===== config.mk =====
export PLATFORM = sky130hd
export DESIGN_NAME = priority_tick_scheduler_unit
export DESIGN_NICKNAME = d
export VERILOG_FILES = /design/src/hw/rtl/pts_pkg.sv /design/src/hw/rtl/priority_tick_scheduler_unit.sv /design/src/hw/rtl/pts_slot_table.sv
export SDC_FILE = /design/constraint.sdc
export NUM_CORES = 1
export LEC_CHECK = 0
export ABC_AREA = 0
export BUFFER_PORTS_ARGS = -buffer_cell sky130_fd_sc_hd__buf_2
export CAP_MARGIN = 15
export CORE_ASPECT_RATIO = 0.6
export CORE_MARGIN = 1
export CORE_UTILIZATION = 30
export CTS_CLUSTER_DIAMETER = 200
export DETAILED_ROUTE_END_ITERATION = 16
export HOLD_SLACK_MARGIN = 0.03
export PLACE_DENSITY = 0.46
export SLEW_MARGIN = 25
export SYNTH_ARGS = -nofsm -noshare
export SYNTH_HDL_FRONTEND = slang
export SYNTH_SLANG_ARGS = --single-unit

===== constraint.sdc =====
create_clock -name i_clk -period 9.7 [get_ports i_clk]
set_clock_uncertainty 0.15 [all_clocks]
set_input_delay 0.485 -clock i_clk [delete_from_list [all_inputs] [get_ports i_clk]]
set_output_delay 0.485 -clock i_clk [all_outputs]
set_load 0.005 [all_outputs]

===== src/hw/rtl/pts_pkg.sv =====
// ----------------------------------------------------------------------------
// pts_pkg
// Types and constants shared by the priority tick scheduler.
// ----------------------------------------------------------------------------
`default_nettype none

package pts_pkg;

    localparam int SLOTS_DEF = 16;

    localparam int SLOT_W  = 4;
    localparam int BURST_W = 16;
    localparam int PRIO_W  = 8;
    localparam int TIME_W  = 24;

    localparam logic [TIME_W-1:0] CLOCK_MAX = {TIME_W{1'b1}};

    localparam logic CMD_LOAD = 1'b0;
    localparam logic CMD_TICK = 1'b1;

    typedef struct packed {
        logic               command;
        logic [SLOT_W-1:0]  slot;
        logic [BURST_W-1:0] burst;
        logic [PRIO_W-1:0]  priority_req;
    } t_in_item;

    typedef struct packed {
        logic              idle;
        logic [SLOT_W-1:0] run_slot;
        logic              finished;
        logic [TIME_W-1:0] turnaround;
        logic [TIME_W-1:0] waiting;
    } t_out_item;

    typedef struct packed {
        logic [BURST_W-1:0] work;
        logic [PRIO_W-1:0]  prio;
        logic [BURST_W-1:0] burst;
    } t_entry;

endpackage

`default_nettype wire


===== src/hw/rtl/priority_tick_scheduler_unit.sv =====
// ----------------------------------------------------------------------------
// priority_tick_scheduler_unit
// Picks the live slot with the lowest priority number each tick.
// Load item: accepted while idle, no result.
// Tick item: one slot scanned per cycle through the slot memory read port and a
// single priority comparator; the chosen slot is then fetched and its work
// decremented (skipped when no slot is live); the next item is taken only once
// the result has moved into the output register, so output stall holds it off.
// Reset clears the live bits and the clock; slot memory contents are kept.
// ----------------------------------------------------------------------------
`default_nettype none

module priority_tick_scheduler_unit #(
    parameter int SLOTS = pts_pkg::SLOTS_DEF
) (
    input  wire logic               i_clk,
    input  wire logic               i_rst_n,
    input  wire logic               i_in_valid,
    output logic                    o_in_stall,
    input  wire pts_pkg::t_in_item  i_in_item,
    output logic                    o_out_valid,
    input  wire logic               i_out_stall,
    output pts_pkg::t_out_item      o_out_item
);

    localparam int IW = (SLOTS > 1) ? $clog2(SLOTS) : 1;
    localparam int XW = (IW > pts_pkg::SLOT_W) ? IW : pts_pkg::SLOT_W;

    typedef enum logic [2:0] {
        ST_IDLE,
        ST_SCAN,
        ST_DRAIN,
        ST_FETCH,
        ST_UPDATE,
        ST_OUT
    } t_state;

    t_state r_state;

    logic [IW-1:0]             r_idx;
    logic [IW-1:0]             r_cmp_idx;
    logic                      r_cmp_on;
    logic                      r_found;
    logic [IW-1:0]             r_best;
    logic [pts_pkg::PRIO_W-1:0] r_best_prio;
    logic [pts_pkg::TIME_W-1:0] r_clock;
    pts_pkg::t_out_item        r_res;
    pts_pkg::t_out_item        n_res;
    pts_pkg::t_out_item        r_out;
    logic                      r_out_valid;

    logic                      in_acc;
    logic [XW-1:0]             slot_x;
    logic                      slot_ok;
    logic [IW-1:0]             rd_addr;
    pts_pkg::t_entry           rd_data;
    logic                      rd_live;
    logic                      wr_en;
    logic [IW-1:0]             wr_addr;
    pts_pkg::t_entry           wr_data;
    logic [pts_pkg::BURST_W-1:0] work_dec;
    logic [pts_pkg::TIME_W-1:0] turn;
    logic [pts_pkg::TIME_W-1:0] burst_x;
    logic [XW-1:0]             best_x;
    logic                      out_free;

    assign o_in_stall  = (r_state != ST_IDLE);
    assign in_acc      = i_in_valid && (r_state == ST_IDLE);
    assign slot_x      = XW'(i_in_item.slot);
    assign slot_ok     = (32'(i_in_item.slot) < 32'(SLOTS));
    assign out_free    = !r_out_valid || !i_out_stall;

    assign rd_addr     = (r_state == ST_FETCH) ? r_best : r_idx;
    assign work_dec    = rd_data.work - 1'b1;
    assign turn        = (r_clock == pts_pkg::CLOCK_MAX) ? r_clock : r_clock + 1'b1;
    assign burst_x     = pts_pkg::TIME_W'(rd_data.burst);
    assign best_x      = XW'(r_best);

    always_comb begin
        wr_en   = 1'b0;
        wr_addr = r_best;
        wr_data = rd_data;
        if (in_acc && (i_in_item.command == pts_pkg::CMD_LOAD) && slot_ok) begin
            wr_en        = 1'b1;
            wr_addr      = slot_x[IW-1:0];
            wr_data.work  = i_in_item.burst;
            wr_data.prio  = i_in_item.priority_req;
            wr_data.burst = i_in_item.burst;
        end else if (r_state == ST_UPDATE) begin
            wr_en        = 1'b1;
            wr_data.work = work_dec;
        end
    end

    always_comb begin
        n_res = '0;
        if (r_found) begin
            n_res.run_slot = best_x[pts_pkg::SLOT_W-1:0];
            if (work_dec == '0) begin
                n_res.finished   = 1'b1;
                n_res.turnaround = turn;
                n_res.waiting    = (turn >= burst_x) ? turn - burst_x : '0;
            end
        end else begin
            n_res.idle = 1'b1;
        end
    end

    pts_slot_table #(
        .SLOTS (SLOTS),
        .IW    (IW)
    ) u_table (
        .i_clk     (i_clk),
        .i_rst_n   (i_rst_n),
        .i_wr_en   (wr_en),
        .i_wr_addr (wr_addr),
        .i_wr_data (wr_data),
        .i_rd_addr (rd_addr),
        .o_rd_data (rd_data),
        .o_rd_live (rd_live)
    );

    always_ff @(posedge i_clk) begin
        if (!i_rst_n) begin
            r_state     <= ST_IDLE;
            r_idx       <= '0;
            r_cmp_idx   <= '0;
            r_cmp_on    <= 1'b0;
            r_found     <= 1'b0;
            r_best      <= '0;
            r_best_prio <= '0;
            r_clock     <= '0;
            r_res       <= '0;
            r_out       <= '0;
            r_out_valid <= 1'b0;
        end else begin
            if ((r_state == ST_OUT) && out_free) begin
                r_out       <= r_res;
                r_out_valid <= 1'b1;
            end else if (r_out_valid && !i_out_stall) begin
                r_out_valid <= 1'b0;
            end

            if (r_cmp_on && rd_live && (!r_found || (rd_data.prio < r_best_prio))) begin
                r_best      <= r_cmp_idx;
                r_best_prio <= rd_data.prio;
                r_found     <= 1'b1;
            end

            unique case (r_state)
                ST_IDLE: begin
                    if (in_acc && (i_in_item.command == pts_pkg::CMD_TICK)) begin
                        r_idx   <= '0;
                        r_found <= 1'b0;
                        r_state <= ST_SCAN;
                    end
                end
                ST_SCAN: begin
                    r_cmp_idx <= r_idx;
                    r_cmp_on  <= 1'b1;
                    if (r_idx == IW'(SLOTS - 1)) begin
                        r_state <= ST_DRAIN;
                    end else begin
                        r_idx <= r_idx + 1'b1;
                    end
                end
                ST_DRAIN: begin
                    r_cmp_on <= 1'b0;
                    r_state  <= ST_FETCH;
                end
                ST_FETCH: begin
                    if (r_found) begin
                        r_state <= ST_UPDATE;
                    end else begin
                        r_res   <= n_res;
                        r_state <= ST_OUT;
                    end
                end
                ST_UPDATE: begin
                    r_res   <= n_res;
                    r_clock <= turn;
                    r_state <= ST_OUT;
                end
                ST_OUT: begin
                    if (out_free) begin
                        r_state <= ST_IDLE;
                    end
                end
                default: begin
                    r_state <= ST_IDLE;
                end
            endcase
        end
    end

    assign o_out_valid = r_out_valid;
    assign o_out_item  = r_out;

endmodule

`default_nettype wire


===== src/hw/rtl/pts_slot_table.sv =====
// ----------------------------------------------------------------------------
// pts_slot_table
// Slot memory with one read and one write port and a live bit per slot.
// ----------------------------------------------------------------------------
`default_nettype none

module pts_slot_table #(
    parameter int SLOTS = pts_pkg::SLOTS_DEF,
    parameter int IW    = (SLOTS > 1) ? $clog2(SLOTS) : 1
) (
    input  wire logic           i_clk,
    input  wire logic           i_rst_n,
    input  wire logic           i_wr_en,
    input  wire logic [IW-1:0]  i_wr_addr,
    input  wire pts_pkg::t_entry i_wr_data,
    input  wire logic [IW-1:0]  i_rd_addr,
    output pts_pkg::t_entry     o_rd_data,
    output logic                o_rd_live
);

    pts_pkg::t_entry r_mem [SLOTS];
    logic [SLOTS-1:0] r_live;
    pts_pkg::t_entry r_rd;
    logic            r_rd_live;

    always_ff @(posedge i_clk) begin
        if (i_wr_en) begin
            r_mem[i_wr_addr] <= i_wr_data;
        end
        r_rd <= r_mem[i_rd_addr];
    end

    always_ff @(posedge i_clk) begin
        if (!i_rst_n) begin
            r_live    <= '0;
            r_rd_live <= 1'b0;
        end else begin
            if (i_wr_en) begin
                r_live[i_wr_addr] <= (i_wr_data.work != '0);
            end
            r_rd_live <= r_live[i_rd_addr];
        end
    end

    assign o_rd_data = r_rd;
    assign o_rd_live = r_rd_live;

endmodule

`default_nettype wire


==> impl_metrics.env, run 1 <==
export IMPL_grt_overflow=0
export IMPL_critPathCapture="r_res[22]"
export IMPL_p_leak_nw=13.2
export IMPL_hp_class="in2reg"
export IMPL_critical_path_class="reg2reg"
export IMPL_wl_per_cell_um=22.3
export IMPL_synth_enable_flop_cells=640
export IMPL_placed_area_um2=37800
export IMPL_worstRegToRegCells=16
export IMPL_synthAdderAreaFrac=0.0101
export IMPL_synth_nets=3041
export IMPL_ant_nets=0
export IMPL_rsz0062_at_grt="false"
export IMPL_ys_flop_type="edfxtp_1"
export IMPL_grt_usage=0.172
export IMPL_coreArea_um2=117000
export IMPL_tightest_slew_ns=1.08
export IMPL_wl_mm=104
export IMPL_synthCells=2980
export IMPL_cts_num_sinks=855
export IMPL_outcome="finished clean"
export IMPL_drv_cap=0
export IMPL_drive_gt1_frac=0.107
export IMPL_grt_pass1_vias=22100
export IMPL_endpoint_kind="register"
export IMPL_synth_top_family_by_area="compound AO/OA/AOI/OAI gates"
export IMPL_synth_compound_area_frac=0.148
export IMPL_numCtsBuffers=81
export IMPL_clockRootBuffer="clkbuf_16"
export IMPL_synth_cell_area_um2=35500
export IMPL_cpMaxStageDelayCell="nor4_4"
export IMPL_setup_viol=0
export IMPL_fin_crit_ns=5.21
export IMPL_htree_num_levels=3
export IMPL_cts_tree="yes"
export IMPL_synth_xor_area_share=0.0165
export IMPL_clkTransAtPathRegs_ns=0.07
export IMPL_r2r_start="r_clock[0]"
export IMPL_grt_pass1_wl_mm=153
export IMPL_via_per_inst=5.07
export IMPL_final_cell_area_um2=40300
export IMPL_synthMuxAreaShare=0.00356
export IMPL_die_h_um=268
export IMPL_dr_pass1_iters=5
export IMPL_clk_latency_ns=0.67
export IMPL_holdPathStages=2
export IMPL_p_per_area_nw_per_um2=250
export IMPL_cpPeakStageDelay_ns=0.59
export IMPL_nets=3062
export IMPL_die_area_um2=120000
export IMPL_max_freq_mhz=192
export IMPL_start_util=0.303
export IMPL_hold_violations=0
export IMPL_tns_ns=0
export IMPL_vias=23600
export IMPL_crit_required_ns=10.08
export IMPL_finalCritPeriodShare=0.537
export IMPL_reg2reg_slack_ns=4.49
export IMPL_crit_chain="ha_1 -> nand4_1 -> nor4_4 -> nand2_1 -> nand4_1 -> nor2_1 -> xor2_1 -> ha_1 -> nand4_1 -> a21oi_1 -> o31a_1 -> a211o_1 -> a211oi_4 -> mux2_1 -> a22oi_1 -> nor2_1"
export IMPL_num_fill_cells=11600
export IMPL_path_max_fanout=9
export IMPL_routabilityCongestion=0.851
export IMPL_ys_warn_count=0
export IMPL_cts_path_max_buffers=3
export IMPL_grt_max_degree=182
export IMPL_antenna_found_initial=3
export IMPL_mostFrequentLayoutCell="edfxtp_1"
export IMPL_drc=0
export IMPL_area_growth_pct=13.6
export IMPL_synth_seq_cells=855
export IMPL_yosys_area_share_simple=0.133
export IMPL_hpwl_mm=56.6
export IMPL_cts_repair_resized=0
export IMPL_drt_iter0_drc=2246
export IMPL_die_width_um=446
export IMPL_layout_common_cells="edfxtp_1 (640), nand2_1 (538), a211oi_1 (231)"
export IMPL_max_slew_margin=0.281
export IMPL_cp_arrival_ns=5.59
export IMPL_vdd_drop_max_mv=0.133
export IMPL_r2r_end="r_res[22]"
export IMPL_ys_seq_area_frac=0.663
export IMPL_crit_top_cell="nand4_1"
export IMPL_maxSlewViolCount=0
export IMPL_start_kind="register"
export IMPL_num_rows=97
export IMPL_ys_async_sr_fraction=0
export IMPL_crit_start="r_clock[0]"
export IMPL_ios=89
export IMPL_syn_area_per_cell_um2=11.9
export IMPL_io_buffers=88
export IMPL_ys_types=85
==> Yosys cell counts (6+ instances only) <==
cell type | count | area (µm²)
buf_1 | 14 | 52.6
mux2i_1 | 7 | 70.1
nand3_1 | 34 | 170
ha_1 | 27 | 338
nand2_1 | 538 | 2020
xnor2_1 | 37 | 324
nor4_1 | 6 | 37.5
nor2_2 | 10 | 62.6
a22oi_2 | 10 | 125
a211oi_1 | 231 | 1730
a31oi_1 | 90 | 563
nor3_1 | 23 | 115
or4_1 | 9 | 67.6
nor2_1 | 139 | 522
and3_1 | 9 | 56.3
inv_1 | 38 | 143
edfxtp_1 | 640 | 19200
a21oi_1 | 194 | 971
o21ai_0 | 56 | 280
buf_2 | 13 | 65.1
a221o_1 | 6 | 60.1
dfxtp_1 | 215 | 4300
and2_0 | 10 | 62.6
xor2_1 | 28 | 245
nand4_1 | 21 | 131
and2_1 | 161 | 1010
or3_1 | 8 | 50.1
clkbuf_1 | 176 | 661
a22oi_1 | 32 | 240
a21o_1 | 15 | 113
a311oi_1 | 84 | 736
==> per-layer routing <==
layer / global-route usage / share of wire / vias to the layer above
met1: 0.271 / 0.52 / 11800
li1: - / - / 11200
met3: 0.0302 / 0.050 / 119
met4: 0.0432 / 0.020 / 4
met5: 0 / 0.00013 / -
met2: 0.238 / 0.41 / 498
==> worst max-delay path: cells and delay by family (launching register included) <==
kind,cells,cell delay (ns)
multiplexers,1,0.35
AND/OR/NAND/NOR,7,1.80
XOR/XNOR,1,0.26
adder cells (fa/ha/maj),2,0.72
AO/OA/AOI/OAI,5,1.38
flip-flops,1,0.42
==> cells by family after synthesis <==
group                      after synthesis
muxes                                   12
and+or+nand+nor                       1012
buffers and inverters                  244
xor gates and xnor gates                66
AOI/OAI and AO/OA                      763
DFF                                    855
adders and majority gates               28
==> state kept, by name, summed over array words and instances, names as in the netlist, 3 cells and up <==
signal	count
u_table.o_rd_data	40
u_table.r_live	16
r_res	54
r_cmp_idx	4
o_out_item	54
r_idx	4
r_state	3
u_table.r_mem	640
best_x	4
r_clock	24
r_best_prio	8
==> how the worst min path moves through the flow <==
stage	slack (ns)	start	to
floorplan	0.28	r_res[49]	o_out_item[49]
global placement	0.29	o_out_item[13]	o_out_item[13]
detailed placement	0.29	o_out_item[10]	o_out_item[10]
CTS	0.08	i_rst_n	r_clock[14]
global route	0.1	i_rst_n	r_clock[6]
finish	0.13	i_rst_n	r_clock[14]
==> timing repair <==
item                      4_1_cts  5_1_grt
hold endpoints to repair        1        0
hold buffers                    1        0
setup buffers                   0        0
==> metrics by stage <==
| stage | worst slack (ns) | hold WS [ns] | total power, mW | util | std cells |
|---|---|---|---|---|---|
| floorplan | 5.33 | 0.281 | 6.20 | - | 2980 |
| global placement | 4.68 | 0.292 | 7.05 | 0.323 | 4500 |
| detailed placement | 4.63 | 0.293 | 7.04 | 0.323 | 4501 |
| CTS | 4.60 | 0.0761 | 10.2 | 0.344 | 4650 |
| global route | 4.26 | 0.0980 | 10.6 | 0.344 | 4650 |
| finish | 4.49 | 0.132 | 10.1 | 0.345 | 4651 |
==> final cells by class <==
class                           count  area [µm²]  area share
Inverter                           38         148     0.00366
Antenna cell                        1        2.50   0.0000621
Timing Repair Buffer              144         898      0.0223
Multi-Input combinational cell   1881       11300       0.279
Clock inverter                     37         254     0.00630
Clock buffer                      111        2240      0.0555
Tap cell                         1584        1980      0.0492
Sequential cell                   855       23500       0.584
==> power by group <==
part / internal [mW] / switching (mW) / leakage, nW / total [mW]
clock network: 1.70 / 1.41 / 1.23 / 3.10
registers: 4.65 / 0.180 / 7.52 / 4.83
logic: 0.576 / 1.57 / 4.44 / 2.15
Power figures use the tool's default switching activity.
==> run 2, diff against run 1 <==
==> constraint.sdc (replaced) <==
create_clock -name i_clk -period 4.92 [get_ports i_clk]
set_clock_uncertainty 0.15 [all_clocks]
set_input_delay 0.246 -clock i_clk [delete_from_list [all_inputs] [get_ports i_clk]]
set_output_delay 0.246 -clock i_clk [all_outputs]
set_load 0.005 [all_outputs]
==> run 2 against run 1 <==
Against the previous run: power up 100%; cell count is 1.3% higher; flip-flop and latch count unchanged; combinational power up 110%; hold slack got worse by 0.032 ns.
==> impl_metrics.env, run 2 (synthesized netlist as in run 1, its figures left out) <==
export IMPL_outcome="finished clean"
export IMPL_clk_latency_ns=0.69
export IMPL_start_util=0.303
export IMPL_cts_tree="yes"
export IMPL_reg2reg_slack_ns=0.24
export IMPL_max_freq_mhz=214
export IMPL_cpMaxStageDelayCell="dfxtp_1"
export IMPL_worstRegToRegCells=16
export IMPL_cts_num_sinks=855
export IMPL_ant_nets=0
export IMPL_num_fill_cells=11700
export IMPL_grt_usage=0.175
export IMPL_routabilityCongestion=0.834
export IMPL_start_kind="register"
export IMPL_clockRootBuffer="clkbuf_16"
export IMPL_grt_overflow=0
export IMPL_grt_pass1_wl_mm=155
export IMPL_crit_chain="and4_1 -> nor2b_1 -> nand2_1 -> xnor2_1 -> ha_1 -> inv_1 -> fa_1 -> nand3_1 -> a21oi_1 -> o31a_1 -> a211o_1 -> a211oi_4 -> buf_4 -> a21oi_2 -> a22oi_2 -> nor2_2"
export IMPL_drc=0
export IMPL_grt_max_degree=127
export IMPL_drv_cap=0
export IMPL_holdPathStages=3
export IMPL_crit_required_ns=5.30
export IMPL_p_per_area_nw_per_um2=497
export IMPL_drt_iter0_drc=2160
export IMPL_r2r_start="r_clock[18]"
export IMPL_p_leak_nw=13.7
export IMPL_grt_pass1_vias=22300
export IMPL_num_rows=97
export IMPL_wl_per_cell_um=22.5
export IMPL_cpPeakStageDelay_ns=0.54
export IMPL_dr_pass1_iters=7
export IMPL_layout_common_cells="edfxtp_1 (640), nand2_1 (538), a211oi_1 (231)"
export IMPL_postCtsSetupRepairBufs=0
export IMPL_cts_path_max_buffers=3
export IMPL_maxSlewViolCount=0
export IMPL_tightest_slew_ns=1.05
export IMPL_hp_class="in2reg"
export IMPL_min_from="i_in_item[12]"
export IMPL_vias=23800
export IMPL_hpwl_mm=64.2
export IMPL_endpoint_kind="register"
export IMPL_final_cell_area_um2=41300
export IMPL_io_buffers=88
export IMPL_die_width_um=446
export IMPL_critical_path_class="reg2reg"
export IMPL_cp_arrival_ns=5.05
export IMPL_rsz0062_at_grt="false"
export IMPL_coreArea_um2=117000
export IMPL_fin_crit_ns=4.68
export IMPL_mostFrequentLayoutCell="edfxtp_1"
export IMPL_die_area_um2=120000
export IMPL_regMostFlops="u_table.r_mem"
export IMPL_wl_mm=106
export IMPL_max_slew_margin=0.301
export IMPL_numCtsBuffers=82
export IMPL_clkTransAtPathRegs_ns=0.07
export IMPL_holdPathEnd="u_table.r_mem[12][28]"
export IMPL_drive_gt1_frac=0.125
export IMPL_largest_register_ffs=640
export IMPL_r2r_end="r_res[13]"
export IMPL_placed_area_um2=38500
export IMPL_vdd_drop_max_mv=0.249
export IMPL_tns_ns=0
export IMPL_via_per_inst=5.05
export IMPL_die_h_um=268
export IMPL_path_max_fanout=10
export IMPL_post_route_util=0.353
export IMPL_nets=3118
export IMPL_htree_num_levels=3
export IMPL_area_growth_pct=16.3
export IMPL_ios=89
export IMPL_setup_viol=0
export IMPL_hold_violations=0
export IMPL_finalCritPeriodShare=0.951
export IMPL_antenna_found_initial=3
==> run 2: metal layers <==
layer / share of wire / vias to the layer above / track usage
li1: - / 11300 / -
met1: 0.53 / 11900 / 0.276
met2: 0.41 / 514 / 0.245
met3: 0.049 / 106 / 0.0312
met4: 0.015 / 0 / 0.0337
met5: 0 / - / 0
==> run 2: how the worst max path moves through the flow <==
stage,from,endpoint,slack [ns],depth (start not counted)
after floorplan,r_clock[18],r_res[22],0.55,17
after global placement,r_clock[2],r_res[1],0.39,14
after detailed placement,r_clock[2],r_res[3],0.38,12
after CTS,r_clock[0],r_res[3],0.33,15
after global routing,r_clock[1],r_res[18],0.05,14
final,r_clock[18],r_res[13],0.24,16
==> run 2: cell type report <==
type / count / area (µm²) / share of cell area
inverters: 38 / 148 / 0.00358
multi-input cells: 1882 / 11300 / 0.273
clock inverters: 35 / 335 / 0.00813
repair buffers: 198 / 1630 / 0.0395
flip-flops and latches: 855 / 23500 / 0.570
well taps: 1584 / 1980 / 0.0480
diodes: 2 / 5.00 / 0.000121
clock buffers: 117 / 2370 / 0.0574
==> run 2: worst max-delay path: cells and delay by family (launching register included) <==
kind                     cells  cell delay [ns]
AO/OA/AOI/OAI                6             1.47
adder cells (fa/ha/maj)      2             0.62
AND/OR/NAND/NOR              5             1.20
flip-flops                   1             0.54
buffers and inverters        2             0.26
XOR/XNOR                     1             0.27
==> run 2: where the power goes <==
part	switching [mW]	internal [mW]	leakage (nW)
logic	3.23	1.26	4.82
clock network	2.84	3.63	1.32
registers	0.367	9.17	7.52
==> run 2: timing repair <==
item,CTS,global route
gates resized for setup,0,2
endpoints found under the setup margin,0,10
hold buffers,4,0
endpoints found under the hold margin,12,0
==> run 2: metrics by stage <==
| step | hold slack, ns | setup WS (ns) | power [mW] | cells |
|---|---|---|---|---|
| 2_1_floorplan | 0.218 | 0.548 | 12.2 | 2980 |
| 3_3_place_gp | 0.293 | 0.385 | 14.2 | 4548 |
| 3_5_place_dp | 0.294 | 0.379 | 14.2 | 4551 |
| 4_1_cts | 0.0496 | 0.335 | 20.7 | 4707 |
| 5_1_grt | 0.104 | 0.0501 | 21.4 | 4710 |
| 6_report | 0.100 | 0.243 | 20.5 | 4711 |
